--- config.mk ---
export PLATFORM = sky130hd
export DESIGN_NAME = number_to_word_keys_top
export DESIGN_NICKNAME = d
export VERILOG_FILES = /design/src/hdl/ntwk_pkg.sv /design/src/hdl/ntwk_ctrl.sv /design/src/hdl/ntwk_dp.sv /design/src/hdl/number_to_word_keys_top.sv
export SDC_FILE = /design/constraint.sdc
export NUM_CORES = 1
export LEC_CHECK = 0
export ABC_AREA = 1
export BUFFER_PORTS_ARGS = -buffer_cell sky130_fd_sc_hd__buf_2
export CORE_ASPECT_RATIO = 1.1
export CORE_UTILIZATION = 45
export DETAILED_ROUTE_END_ITERATION = 8
export HOLD_SLACK_MARGIN = 0.05
export PLACE_DENSITY = 0.62
export SYNTH_ARGS = -nofsm -noshare
export SYNTH_HDL_FRONTEND = slang
export SYNTH_SLANG_ARGS = --single-unit
--- constraint.sdc ---
create_clock -name clock -period 5.85 [get_ports clock]
set_input_delay 0.585 -clock clock [delete_from_list [all_inputs] [get_ports clock]]
set_output_delay 0.585 -clock clock [all_outputs]
set_load 0.02 [all_outputs]
--- src/hdl/ntwk_pkg.sv ---
// Shared constants, types and the scale key table for the number-to-word-keys block.
`default_nettype none
package ntwk_pkg;

   localparam int VALUE_W        = 64;
   localparam int KEY_W          = 60;
   localparam int MAX_GROUPS     = 7;
   localparam int NUM_GROUPS     = 7;
   localparam int GRP_W          = (NUM_GROUPS > 1) ? $clog2(NUM_GROUPS) : 1;
   localparam int DIGITS_PER_GRP = 3;
   localparam int NDIG           = NUM_GROUPS * DIGITS_PER_GRP;
   localparam int BCD_W          = NDIG * 4;
   localparam int GRP_BITS       = DIGITS_PER_GRP * 4;
   localparam int BITS_PER_STEP  = 4;
   localparam int CONV_STEPS     = VALUE_W / BITS_PER_STEP;
   localparam int CNT_W          = $clog2(CONV_STEPS);

   localparam logic [KEY_W-1:0] SCALE_KEY [MAX_GROUPS] = '{
      60'd0,
      60'd1000,
      60'd1000000,
      60'd1000000000,
      60'd1000000000000,
      60'd1000000000000000,
      60'd1000000000000000000
   };

   typedef struct packed {
      logic load;
      logic step;
      logic first;
      logic emit;
   } ntwk_cmd_type;

   typedef struct packed {
      logic out_free;
      logic key_last;
   } ntwk_stat_type;

endpackage
`default_nettype wire

--- src/hdl/ntwk_ctrl.sv ---
// Sequencer: accept, binary-to-decimal conversion steps, group setup, key emission.
`default_nettype none
module ntwk_ctrl (
   input  wire logic                   clock,
   input  wire logic                   reset,
   input  wire logic                   req_valid,
   output      logic                   req_ready,
   input  wire ntwk_pkg::ntwk_stat_type stat,
   output      ntwk_pkg::ntwk_cmd_type  cmd
);
   import ntwk_pkg::*;

   typedef enum logic [3:0] {
      S_IDLE  = 4'b0001,
      S_CONV  = 4'b0010,
      S_FIRST = 4'b0100,
      S_EMIT  = 4'b1000
   } state_type;

   state_type        state_ff, state_in;
   logic [CNT_W-1:0] cnt_ff, cnt_in;

   always_comb begin
      state_in  = state_ff;
      cnt_in    = cnt_ff;
      cmd       = '0;
      req_ready = 1'b0;
      case (state_ff)
         S_IDLE: begin
            req_ready = 1'b1;
            if (req_valid) begin
               cmd.load = 1'b1;
               cnt_in   = '0;
               state_in = S_CONV;
            end
         end
         S_CONV: begin
            cmd.step = 1'b1;
            cnt_in   = cnt_ff + 1'b1;
            if (cnt_ff == CNT_W'(CONV_STEPS - 1)) state_in = S_FIRST;
         end
         S_FIRST: begin
            cmd.first = 1'b1;
            state_in  = S_EMIT;
         end
         S_EMIT: begin
            if (stat.out_free) begin
               cmd.emit = 1'b1;
               if (stat.key_last) state_in = S_IDLE;
            end
         end
         default: begin
            state_in = S_IDLE;
         end
      endcase
   end

   always_ff @(posedge clock) begin
      if (reset) begin
         state_ff <= S_IDLE;
         cnt_ff   <= '0;
      end else begin
         state_ff <= state_in;
         cnt_ff   <= cnt_in;
      end
   end

`ifndef NO_ASSERTIONS
   a_conv_len: assert property (@(posedge clock) disable iff (reset)
      (state_ff == S_CONV && cnt_ff == CNT_W'(CONV_STEPS - 1)) |=> state_ff == S_FIRST)
      else $error("conversion did not end after its step count");
   a_emit_free: assert property (@(posedge clock) disable iff (reset)
      cmd.emit |-> stat.out_free)
      else $error("key issued while output register busy");
   a_busy_no_ready: assert property (@(posedge clock) disable iff (reset)
      cmd.load |=> !req_ready)
      else $error("ready while an item is in work");
`endif

endmodule
`default_nettype wire

--- src/hdl/ntwk_dp.sv ---
// Datapath: double-dabble decimal conversion, group walk, key select, output register.
`default_nettype none
module ntwk_dp (
   input  wire logic                         clock,
   input  wire logic                         reset,
   input  wire ntwk_pkg::ntwk_cmd_type        cmd,
   output      ntwk_pkg::ntwk_stat_type       stat,
   input  wire logic [ntwk_pkg::VALUE_W-1:0] req_value,
   output      logic                         rsp_valid,
   input  wire logic                         rsp_ready,
   output      logic [ntwk_pkg::KEY_W-1:0]   rsp_word_key,
   output      logic                         rsp_last
);
   import ntwk_pkg::*;

   localparam int PH_SCALE = 0;
   localparam int PH_UNITS = 1;
   localparam int PH_TENS  = 2;
   localparam int PH_HUND  = 3;
   localparam int PH_HIGH  = 4;
   localparam int NPH      = 5;

   logic [VALUE_W-1:0] value_ff, value_in, val_step;
   logic [BCD_W-1:0]   bcd_ff, bcd_in, bcd_step;
   logic [GRP_W-1:0]   grp_ff, grp_in;
   logic [NPH-1:0]     pend_ff, pend_in;
   logic               zero_ff, zero_in;
   logic               rsp_valid_ff, rsp_valid_in;
   logic [KEY_W-1:0]   key_ff, key_in;
   logic               last_ff, last_in;

   logic [NUM_GROUPS-1:0] gnz;
   logic [NPH-1:0]        gmask [NUM_GROUPS];
   logic [GRP_W-1:0]      hi_grp, lo_grp;
   logic                  lower_any;
   logic [NPH-1:0]        hi_mask, lo_mask, sel, pend_left;
   logic [3:0]            d2, d1, d0;
   logic [KEY_W-1:0]      scale, key_sel;
   logic [6:0]            tens_val;

   always_comb begin
      logic [BCD_W-1:0]   b;
      logic [VALUE_W-1:0] v;
      b = bcd_ff;
      v = value_ff;
      for (int s = 0; s < BITS_PER_STEP; s++) begin
         for (int d = 0; d < NDIG; d++) begin
            if (b[d*4 +: 4] >= 4'd5) b[d*4 +: 4] = b[d*4 +: 4] + 4'd3;
         end
         b = {b[BCD_W-2:0], v[VALUE_W-1]};
         v = {v[VALUE_W-2:0], 1'b0};
      end
      bcd_step = b;
      val_step = v;
   end

   always_comb begin
      logic [3:0] h, t, u;
      for (int g = 0; g < NUM_GROUPS; g++) begin
         h = bcd_ff[g*GRP_BITS + 8 +: 4];
         t = bcd_ff[g*GRP_BITS + 4 +: 4];
         u = bcd_ff[g*GRP_BITS +: 4];
         gnz[g] = |bcd_ff[g*GRP_BITS +: GRP_BITS];
         gmask[g][PH_HIGH]  = (h != 4'd0);
         gmask[g][PH_HUND]  = (h != 4'd0);
         gmask[g][PH_TENS]  = (t >= 4'd2);
         gmask[g][PH_UNITS] = (t >= 4'd2) ? (u != 4'd0) : ((t != 4'd0) || (u != 4'd0));
         gmask[g][PH_SCALE] = (g != 0);
      end
   end

   always_comb begin
      hi_grp    = '0;
      lo_grp    = '0;
      lower_any = 1'b0;
      hi_mask   = '0;
      lo_mask   = '0;
      d2        = '0;
      d1        = '0;
      d0        = '0;
      scale     = '0;
      for (int g = 0; g < NUM_GROUPS; g++) begin
         if (gnz[g]) begin
            hi_grp  = GRP_W'(g);
            hi_mask = gmask[g];
         end
         if (gnz[g] && (GRP_W'(g) < grp_ff)) begin
            lo_grp    = GRP_W'(g);
            lo_mask   = gmask[g];
            lower_any = 1'b1;
         end
         if (grp_ff == GRP_W'(g)) begin
            d2    = bcd_ff[g*GRP_BITS + 8 +: 4];
            d1    = bcd_ff[g*GRP_BITS + 4 +: 4];
            d0    = bcd_ff[g*GRP_BITS +: 4];
            scale = SCALE_KEY[g];
         end
      end
   end

   always_comb begin
      sel = '0;
      for (int p = 0; p < NPH; p++) begin
         if (pend_ff[p]) sel = NPH'(1) << p;
      end
      pend_left = pend_ff & ~sel;
      tens_val  = 7'({3'b000, d1} * 7'd10);
      key_sel   = '0;
      if (sel[PH_HIGH])  key_sel = KEY_W'(d2);
      if (sel[PH_HUND])  key_sel = KEY_W'(100);
      if (sel[PH_TENS])  key_sel = KEY_W'(tens_val);
      if (sel[PH_UNITS]) key_sel = (d1 >= 4'd2) ? KEY_W'(d0) : KEY_W'(tens_val + 7'(d0));
      if (sel[PH_SCALE]) key_sel = scale;
   end

   assign stat.out_free = !rsp_valid_ff || rsp_ready;
   assign stat.key_last = zero_ff || ((pend_left == '0) && !lower_any);

   always_comb begin
      value_in     = value_ff;
      bcd_in       = bcd_ff;
      grp_in       = grp_ff;
      pend_in      = pend_ff;
      zero_in      = zero_ff;
      rsp_valid_in = rsp_valid_ff;
      key_in       = key_ff;
      last_in      = last_ff;
      if (cmd.load) begin
         value_in = req_value;
         bcd_in   = '0;
      end
      if (cmd.step) begin
         value_in = val_step;
         bcd_in   = bcd_step;
      end
      if (cmd.first) begin
         zero_in = (gnz == '0);
         grp_in  = hi_grp;
         pend_in = hi_mask;
      end
      if (cmd.emit) begin
         if ((pend_left == '0) && lower_any) begin
            grp_in  = lo_grp;
            pend_in = lo_mask;
         end else begin
            pend_in = pend_left;
         end
         rsp_valid_in = 1'b1;
         key_in       = zero_ff ? '0 : key_sel;
         last_in      = stat.key_last;
      end else if (rsp_ready) begin
         rsp_valid_in = 1'b0;
      end
   end

   always_ff @(posedge clock) begin
      if (reset) begin
         rsp_valid_ff <= 1'b0;
      end else begin
         rsp_valid_ff <= rsp_valid_in;
      end
      value_ff <= value_in;
      bcd_ff   <= bcd_in;
      grp_ff   <= grp_in;
      pend_ff  <= pend_in;
      zero_ff  <= zero_in;
      key_ff   <= key_in;
      last_ff  <= last_in;
   end

   assign rsp_valid    = rsp_valid_ff;
   assign rsp_word_key = key_ff;
   assign rsp_last     = last_ff;

`ifndef NO_ASSERTIONS
   a_pend_live: assert property (@(posedge clock) disable iff (reset)
      cmd.emit |-> (zero_ff || (pend_ff != '0)))
      else $error("key issued with nothing pending");
   a_first_on_nonzero: assert property (@(posedge clock) disable iff (reset)
      cmd.first |=> (zero_ff || gnz[grp_ff]))
      else $error("group pointer on a zero group");
   a_zero_single: assert property (@(posedge clock) disable iff (reset)
      (cmd.emit && zero_ff) |=> (rsp_last && (rsp_word_key == '0)))
      else $error("zero input not a single last key");
`endif

endmodule
`default_nettype wire

--- src/hdl/number_to_word_keys_top.sv ---
// Top level: spells an unsigned 64-bit number as a sequence of English word keys.
// Each number yields 1 to 31 keys; a new number is accepted only after the last key is issued.
// Steps: a 16-step decimal conversion (4 bits a cycle), a group setup state, then key emission
// at one key a cycle while the output register is free (not stalled by rsp_ready).
// Reset: synchronous, active high; returns to idle with no result pending.
`default_nettype none
module number_to_word_keys_top (
   input  wire logic                         clock,
   input  wire logic                         reset,
   input  wire logic                         req_valid,
   output      logic                         req_ready,
   input  wire logic [ntwk_pkg::VALUE_W-1:0] req_value,
   output      logic                         rsp_valid,
   input  wire logic                         rsp_ready,
   output      logic [ntwk_pkg::KEY_W-1:0]   rsp_word_key,
   output      logic                         rsp_last
);
   import ntwk_pkg::*;

   ntwk_cmd_type  cmd;
   ntwk_stat_type stat;

   ntwk_ctrl u_ctrl (
      .clock     (clock),
      .reset     (reset),
      .req_valid (req_valid),
      .req_ready (req_ready),
      .stat      (stat),
      .cmd       (cmd)
   );

   ntwk_dp u_dp (
      .clock        (clock),
      .reset        (reset),
      .cmd          (cmd),
      .stat         (stat),
      .req_value    (req_value),
      .rsp_valid    (rsp_valid),
      .rsp_ready    (rsp_ready),
      .rsp_word_key (rsp_word_key),
      .rsp_last     (rsp_last)
   );

endmodule
`default_nettype wire

* Word level (Yosys, flattened, before mapping)
Cells that the tools add are included.
** Storage, ports and cells
- Register bits :: 227
- Bits in latches :: 0
- Bits in writable memories :: 0
- Memory bits (read-only) :: 0
- Bits of input ports :: 68
- Output and inout bits :: 63
- Logic and storage cells :: 459
- Memories kept :: 0
** Cells by class
- Add/sub/neg operators :: 86
- $mul :: 1
- Divide/modulo/power cells :: 0
- Order comparisons :: 99
- Equal/unequal tests :: 15
- Shift operators :: 0
- Mux-type cells :: 188
- Bitwise logic cells :: 2
- Reductions and logical operators :: 57
** Operator list (number)
- $mux 4 :: 108
- $ge 4x3->1 const B :: 84
- $add 4x2->4 const B :: 80
- $mux 60 :: 4
- $mux 84 :: 2
- $mux 64 :: 2
- $mux 5 :: 18
- $reduce_bool 4->1 :: 21
- $reduce_or 12->1 :: 7
- $mux 50 :: 1
- $mux 3 :: 14
- $mux 40 :: 1
- $ge 4x2->1 const B :: 8
- $mux 30 :: 1
- $mux 1 :: 26
- $mux 20 :: 1
- $pmux 4 s4 :: 1
- $mux 7 :: 2
- $add 3x2->3 const B :: 4
- $mux 10 :: 1
- $mux 2 :: 5
- $eq 3x3->1 const B :: 3
- $logic_and 1x1->1 :: 9
- $logic_or 1x1->1 :: 9
- other kinds (24) :: 36

* Depth between registers and ports, before layout
Gate-level depths: netlist (run 1).
- Depth after elaboration :: 15
- Gate-level depth with buffers :: 31
- Gate-level depth less buffers :: 31

* By module
From an unflattened synthesis (run 1), not the netlist that was laid out.
** Unflattened totals
- Cells, all modules :: 2780
- Area total of the unflattened synthesis :: 19165.9 µm²
** By module, submodules not included
- ntwk_dp :: times used 1, cells each 2716, area an instance 18685.4 µm², seq. area each 5505.3 µm²
- ntwk_ctrl :: times used 1, cells each 64, area an instance 480.5 µm², seq. area each 160.2 µm²

* Worst setup path after synthesis (run 1)
Ideal clock, no wire load.
- Path kind :: reg-to-reg
- Start point :: register u_ctrl.state_ff[2]
- End point :: register u_ctrl.cnt_ff[2]
- Setup time :: 0.127 ns
- Data arrival time :: 4.841 ns
- Data required time :: 5.723 ns
- Setup slack :: 0.881 ns
- Stages on the path, launching flop included :: 9
- Path buffers :: 0
- Period minus slack after synthesis :: 4.969 ns
- Path through :: dfxtp_1 > nor2_1 > inv_1 > nor3_1 > nand2_1 > nand2_1 > inv_1 > nand2_1 > a221oi_1
** On the way
- Word-level cells in the longest chain between the ends :: 3
- Elaborated cells between the ends (all ways) :: 6
- Those cells by class :: eq/ne: 3; mux: 1; reduce/logical: 2
** RTL lines
- from (decl) :: RTL line ntwk_ctrl.sv:20 : state_type state_ff, state_in;
- from (signal assigned) :: RTL line ntwk_ctrl.sv:63 : state_ff <= state_in;
- $eq 4x1->1 / $eq 4x2->1 (equally long branches) :: RTL line ntwk_ctrl.sv:28 : case (state_ff)
- $ne 2x2->1 (no source line) / $reduce_bool 2->1 (equally long branches)
- $reduce_and 2->1 (no source line)
- to (signal assigned) :: RTL line ntwk_ctrl.sv:64 : cnt_ff <= cnt_in;
- to (decl) :: RTL line ntwk_ctrl.sv:21 : logic [CNT_W-1:0] cnt_ff, cnt_in;
Parallel ways exist; a longest one is shown, timed or not.
A chain may end at the register's enable or synchronous reset.

* Final worst setup path (run 1)
- Start point :: register u_dp.bcd_ff[80]
- End point :: register u_dp.bcd_ff[82] (data pin)
** On the way
- Word-level cells in the longest chain between the ends :: 9
- Elaborated cells between the ends (all ways) :: 13
- Those cells by class :: add/sub: 4; order compare: 4; mux: 5
** RTL lines
- from (decl) :: RTL line ntwk_dp.sv:24 : logic [BCD_W-1:0] bcd_ff, bcd_in, bcd_step;
- from (signal assigned) :: RTL line ntwk_dp.sv:163 : bcd_ff <= bcd_in;
- $ge 4x3->1 / $add 3x2->3 (equally long branches) :: RTL line ntwk_dp.sv:48 : if (b[d*4 +: 4] >= 4'd5) b[d*4 +: 4] = b[d*4 +: 4] + 4'd3;
- $mux 3 * :: RTL line ntwk_dp.sv:48
- $ge 4x3->1 / $add 3x2->3 (equally long branches) :: RTL line ntwk_dp.sv:48
- $mux 3 * :: RTL line ntwk_dp.sv:48
- $ge 4x3->1 / $add 3x2->3 (equally long branches) :: RTL line ntwk_dp.sv:48
- $mux 3 * :: RTL line ntwk_dp.sv:48
- $ge 4x3->1 / $add 3x2->3 (equally long branches) :: RTL line ntwk_dp.sv:48
- $mux 3 * :: RTL line ntwk_dp.sv:48
- $mux 84 * :: RTL line ntwk_dp.sv:132 : if (cmd.step) begin
Every way passes the cells marked *; elsewhere a longest branch is shown, timed or not.

==> results of run 1 <==
## routing by layer
layer	global-route usage, %	part of all wire [%]	up-vias
met5	0	0	-
met4	11.7	4.6	0
met3	3.89	5.3	115
met2	40.2	48	469
met1	26.1	42	8328
li1	-	-	9330
## power by group through the flow
stage | Combinational [mW] | Sequential [mW] | Clock [mW]
3_5_place_dp | 7.34 | 1.93 | 0
5_1_grt | 8.52 | 1.92 | 1.28
6_report | 7.39 | 1.90 | 1.21
3_3_place_gp | 7.10 | 1.93 | 0
2_1_floorplan | 6.05 | 1.87 | 0
4_1_cts | 7.38 | 1.90 | 1.25
## final cells by class
class / count / area share, %
Timing Repair Buffer: 130 / 3.24
Tap cell: 567 / 3.38
Clock inverter: 15 / 0.834
Multi-Input combinational cell: 2058 / 55.2
Sequential cell: 194 / 27.0
Clock buffer: 17 / 2.03
Inverter: 464 / 8.31
## flip-flops by register name, indices dropped and copies added (netlist names)
signal	flops
u_ctrl.cnt_ff	4
u_ctrl.state_ff	4
u_dp.bcd_ff	84
u_dp.grp_ff	3
u_dp.pend_ff	5
u_dp.rsp_last	1
u_dp.rsp_valid	1
u_dp.rsp_word_key	27
u_dp.value_ff	64
u_dp.zero_ff	1
## logic make-up (layout without fill, tap and decap cells)
group                      after synthesis  in the layout  share of synthesized area (%)
and+or+nand+nor                       1487           1487                           35.1
DFF                                    194            194                           29.2
adders and majority gates              141            141                           9.17
AOI/OAI and AO/OA                      390            390                           13.1
other                                    1              7                         0.0193
buffers and inverters                  541            626                           11.3
xor gates and xnor gates                33             33                           2.18
## Yosys cell counts, types with 6 or more instances
| cell type | n |
|---|---|
| nand4_1 | 59 |
| o22ai_1 | 16 |
| xor2_1 | 11 |
| nor3_1 | 9 |
| xnor2_1 | 7 |
| a221oi_1 | 6 |
| edfxtp_1 | 178 |
| nand2_1 | 774 |
| nand2_4 | 12 |
| clkbuf_1 | 29 |
| o21ai_0 | 112 |
| a211oi_1 | 12 |
| buf_2 | 8 |
| a21oi_1 | 95 |
| a32o_1 | 56 |
| inv_1 | 425 |
| o211ai_1 | 10 |
| nand3b_1 | 13 |
| inv_2 | 36 |
| nor2_1 | 186 |
| ha_1 | 139 |
| nand2_2 | 110 |
| nand3_2 | 32 |
| o221ai_1 | 6 |
| nand3_1 | 251 |
| o21ai_2 | 15 |
| dfxtp_1 | 16 |
| xor2_2 | 9 |
| buf_4 | 34 |
| o21ai_1 | 24 |
| and2_1 | 17 |
| a22oi_1 | 7 |
| a31oi_1 | 7 |
## how the worst min path moves through the flow
stage	slack (ns)	depth (start not counted)	end
4_1_cts	0.34	2	u_ctrl.state_ff[3]
3_3_place_gp	0.44	2	u_dp.value_ff[0]
2_1_floorplan	0.43	2	u_dp.value_ff[0]
5_1_grt	0.36	2	u_ctrl.state_ff[1]
6_report	0.36	2	u_ctrl.state_ff[3]
3_5_place_dp	0.44	2	u_dp.value_ff[3]
## worst max-delay path, delay by kind of cell, from the launching register on
family | cells | cell delay (ns)
xor gates and xnor gates | 3 | 0.75
and+or+nand+nor | 8 | 0.92
DFF | 1 | 0.36
buffers and inverters | 5 | 0.32
AOI/OAI and AO/OA | 3 | 0.53
adders and majority gates | 4 | 0.87
## stage by stage
step / utilization [%] / std cells / power (mW) / cell area (um^2)
final: 49.5 / 3445 / 10.5 / 21000
after floorplan: - / 2793 / 7.91 / 19400
after global routing: 49.5 / 3445 / 11.7 / 21000
after global placement: 48.1 / 3413 / 9.03 / 20400
after CTS: 49.5 / 3445 / 10.5 / 21000
after detailed placement: 48.1 / 3413 / 9.27 / 20400
==> run metrics, run 1 <==
post-CTS setup buffer count=0; run status=complete, no violations; mean post-synth cell area=6.97 um^2; worst setup path endpoint=u_dp.bcd_ff[82]; sequential share of power=18.1%; R2R cell count=23; Die Width=200 um; CP max-delay cell=edfxtp_1; number of fill cells=4138; pwr/cell area=500 nW/um^2; f_max=251 MHz; Area Growth Syn to Fin=8.15%; clock power share=11.6%; H-tree depth=4; pin count of the biggest net entering global routing=76; setup TNS=0 ns; Slew Limit Fails=0; Setup crit end kind=register; CP startpoint kind=register; Net Sw Frac=54.4%; Post-route DRC=0; most common cell after layout, fill and taps aside=nand2_1; pre-CTS setup slack=1.86 ns; Max Cap Viol=0; Yosys top cell area share=27.5%; first-pass GRT wire length=79200 um; Critical Path RT=6.08 ns; clk_lat worst skew=0.48 ns; max incr delay on CP=0.36 ns; Pre-antenna DRT Iters=7; Reg-to-Reg End=u_dp.bcd_ff[82]; Final Hold Fails=0; share of cells above drive strength 1=14.4%; Hold Path Class=input port to register; GRT overflow=0; P_int=4.79 mW; CP most frequent cell=nand2_1; detailed placement HPWL=39200 um; top-level port count=131; Tot GR Track Use=22.7%; 1st-iter DRT viols=1032; library cells used by synthesis=64; yosys warns=0; RSZ-0062 raised after global routing=false; Post-Syn Instances=2787; leading area contributor after synthesis=edfxtp_1; WHS=0.358 ns; final period utilization=68.0%; vias in the first global route=17000; post-CTS sizing=0; hold_buf cts=0; CTS clk-pin slew, worst paths=0.08 ns; Max clock buf depth=2; ANT cells=0; core area=42400 um^2; Setup crit start=u_dp.bcd_ff[80]; flop2flop setup slack=1.87 ns; initial antenna violation count=1; wire length per cell=14.4 um; arrival time worst endpoint=4.21 ns; Main synth FF type=edfxtp_1; Clock Sinks=194; number of buffers created by CTS=17; Initial Util=45.8%; final worst slack=1.87 ns; Finish-stage setup viols=0; relative slew slack=38.7%; die height=220 um; CTS tree=yes; vias per cell=5.30; IO buf count=123; ys async rst share=0%; Reg area=5670 um^2; Least-Margin Pin Slew=0.920 ns; Root Driver=clkbuf_16; Via Count=18200; die area=44000 um^2; reg-to-reg critical path startpoint=u_dp.bcd_ff[80]; worst-path maximum fanout=4; worst path cell trace=inv_1 > ha_1 > or2_2 > nand2_1 > xor2_1 > ha_1 > inv_1 > o21ai_0 > nand2_1 > xor2_1 > ha_1 > inv_1 > o211ai_1 > nand2_1 > xor2_1 > ha_1 > inv_1 > o211ai_1 > nand2_1 > inv_1 > nand2_1 > nand2_1 > nor2_1; number of synthesized register bits=194; clk_skew=0.0137 ns; HP Start=reset; DRT Wirelength=49700 um; row count=79; routability cong.=0.995; Synth Cell Area=19400 um^2; VDD IR-drop max=0.247 mV; part of the power in combinational logic=70.3%; EDFF count, synth=178; sw power=5.71 mW; fin nets=3074; Pleak=10.7 nW; sequential fraction of the synthesis area=29.2%; most frequent cells in the layout=nand2_1 (773), inv_1 (424), nand3_1 (250); Tmin final=3.98 ns; Area contributors post-synth=edfxtp_1 (28%), nand2_1 (15%), ha_1 (9.0%), inv_1 (8.2%), nand3_1 (6.5%); antenna viol nets, final=0; Multi-input gate area=11600 um^2; crit path kind=register to register
Power figures use the tool's default switching activity.
==> run 2: changes to the inputs <==
clock period = 3.9 ns   (was 5.85 ns; I/O delays follow)
==> run 2 against run 1 <==
Effect of this change: die area stayed put; design area is 3.4% higher; fmax is 7.9% higher; sequential cell count stayed put; register-to-register slack worse by 1.7 ns; via count is 1.9% higher; critical path type unchanged; largest power group unchanged.
==> run metrics, run 2 (synthesis gave the netlist of run 1 again) <==
first-pass GRT wire length=79100 um (-0.11%); Tot GR Track Use=22.7% (about the same); Pre-antenna DRT Iters=5 (-2); Critical Path RT=4.14 ns (-1.94 ns); Multi-input gate area=11700 um^2 (+1.3%); instance count on the critical path=23 (unchanged); Reg-to-Reg End=u_dp.bcd_ff[82]; Via Count=18600 (+1.9%); number of flip-flops in the largest register=84 (unchanged); Post-route DRC=0 (unchanged); clk_lat worst skew=0.48 ns (about the same); CP bufs+invs=5 (unchanged); arrival time worst endpoint=3.93 ns (-0.28 ns); run status=complete, no violations; ANT cells=0 (unchanged); GRT overflow=0 (unchanged); Tmin final=3.69 ns (-0.292 ns); 1st-iter DRT viols=1023 (-0.87%); final period utilization=94.6% (+27 points); CTS clk-pin slew, worst paths=0.08 ns (about the same); R2R cell count=23 (unchanged); most frequent cells in the layout=nand2_1 (756), inv_1 (400), nand3_1 (249); Pleak=11.0 nW (+3.2%); Finish-stage setup viols=0 (unchanged); vias per cell=5.28 (-0.28%); worst path cell trace=inv_1 > ha_1 > or2_2 > nand2_2 > xor2_2 > ha_2 > inv_1 > o21ai_2 > nand2_2 > xor2_2 > ha_2 > inv_1 > o211ai_1 > nand2_1 > xor2_2 > ha_2 > inv_1 > o211ai_1 > nand2_1 > inv_1 > nand2_1 > nand2_1 > nor2_1; Hold Path Class=input port to register; worst setup path endpoint=u_dp.bcd_ff[82]; pin count of the biggest net entering global routing=77 (+1.3%); Clock Sinks=194 (unchanged); f_max=271 MHz (+7.9%); die height=220 um (unchanged); VDD IR-drop max=0.357 mV (+45%); reg-to-reg critical path startpoint=u_dp.bcd_ff[81]; Setup crit end kind=register; Area Growth Syn to Fin=11.8%; wire length per cell=14.5 um (+0.20%); share of cells above drive strength 1=18.4% (+4.0 points); Largest delay share family, worst path=simple AND/OR/NAND/NOR gates; WHS=0.171 ns (-0.188 ns); H-tree depth=4 (unchanged); initial antenna violation count=1 (unchanged); Root Driver=clkbuf_16; antenna viol nets, final=0 (unchanged); flop2flop setup slack=0.21 ns (-1.66 ns); Die Width=200 um (unchanged); max incr delay on CP=0.35 ns (about the same); number of fill cells=4102 (-0.87%); relative slew slack=50.0% (+11 points); top-level port count=131 (unchanged); Max Cap Viol=0 (unchanged); largest reg by FF count=u_dp.bcd_ff; CTS tree=yes; worst-path maximum fanout=4 (unchanged); Setup crit start=u_dp.bcd_ff[81]; Least-Margin Pin Slew=0.749 ns (-0.171 ns); CP max-delay cell=edfxtp_1; row count=79 (unchanged); number of buffers created by CTS=17 (unchanged); die area=44000 um^2 (unchanged); fin nets=3149 (+2.4%); detailed placement HPWL=39500 um (+0.72%); Reg area=5670 um^2 (unchanged); DRT Wirelength=50900 um (+2.3%); pwr/cell area=745 nW/um^2 (+49%); Initial Util=45.8% (unchanged); vias in the first global route=16900 (-0.16%); core area=42400 um^2 (unchanged); Final Hold Fails=0 (unchanged); most common cell after layout, fill and taps aside=nand2_1; routability cong.=0.959 (-3.6%); Design Power=16.2 mW (+54%); CP startpoint kind=register; IO buf count=123 (unchanged); RSZ-0062 raised after global routing=true; clk_skew=0.0167 ns (+0.00298 ns); crit path kind=register to register; Max clock buf depth=2 (unchanged); hold_buf cts=0 (unchanged); Slew Limit Fails=0 (unchanged); CP most frequent cell=inv_1
run 2: power by group:
group	leakage (nW)	internal [mW]	switching, mW
Sequential	1.89	2.60	0.226
Clock	0.287	0.969	0.902
Combinational	8.87	3.91	7.56
run 2: metrics by stage:
stage | instances | setup slack (ns) | utilization (%) | instance area, um^2 | TNS [ns]
finish | 3519 | 0.212 | 51.2 | 21700 | 0
global route | 3519 | -0.0781 | 51.2 | 21700 | -0.205
CTS | 3459 | 0.00533 | 49.8 | 21100 | 0
detailed placement | 3428 | 0.0270 | 48.4 | 20500 | 0
global placement | 3428 | 0.124 | 48.4 | 20500 | 0
floorplan | 2793 | 0.292 | - | 19400 | 0
run 2: worst min path at each step:
stage / endpoint / startpoint / cells after the start / slack (ns)
after CTS: u_ctrl.cnt_ff[1] / reset / 2 / 0.15
after floorplan: u_dp.value_ff[0] / u_dp.value_ff[0] / 2 / 0.43
final: u_ctrl.cnt_ff[1] / reset / 2 / 0.17
after detailed placement: u_dp.value_ff[3] / u_dp.value_ff[3] / 2 / 0.44
after global placement: u_dp.value_ff[0] / u_dp.value_ff[0] / 2 / 0.44
after global routing: u_ctrl.state_ff[3] / reset / 2 / 0.16
run 2: layer usage:
metal | share of wire [%] | GRT usage, %
met5 | 0.020 | 0
met4 | 3.6 | 10.7
met3 | 5.2 | 4.19
met2 | 50 | 40.6
met1 | 41 | 26.0
run 2: final cells by class:
| type | instances | share of cell area, % |
|---|---|---|
| tap | 567 | 3.27 |
| inverter | 464 | 8.04 |
| sequential | 194 | 26.1 |
| timing repair buffer | 205 | 5.73 |
| multi-input combinational | 2058 | 54.1 |
| clock inverter | 13 | 0.778 |
| clock buffer | 18 | 1.98 |
run 2: repair_timing:
item / 4_1_cts / 5_1_grt
gates resized for setup: 0 / 63
endpoints found under the setup margin: 0 / 57
buffers inserted: 0 / 60
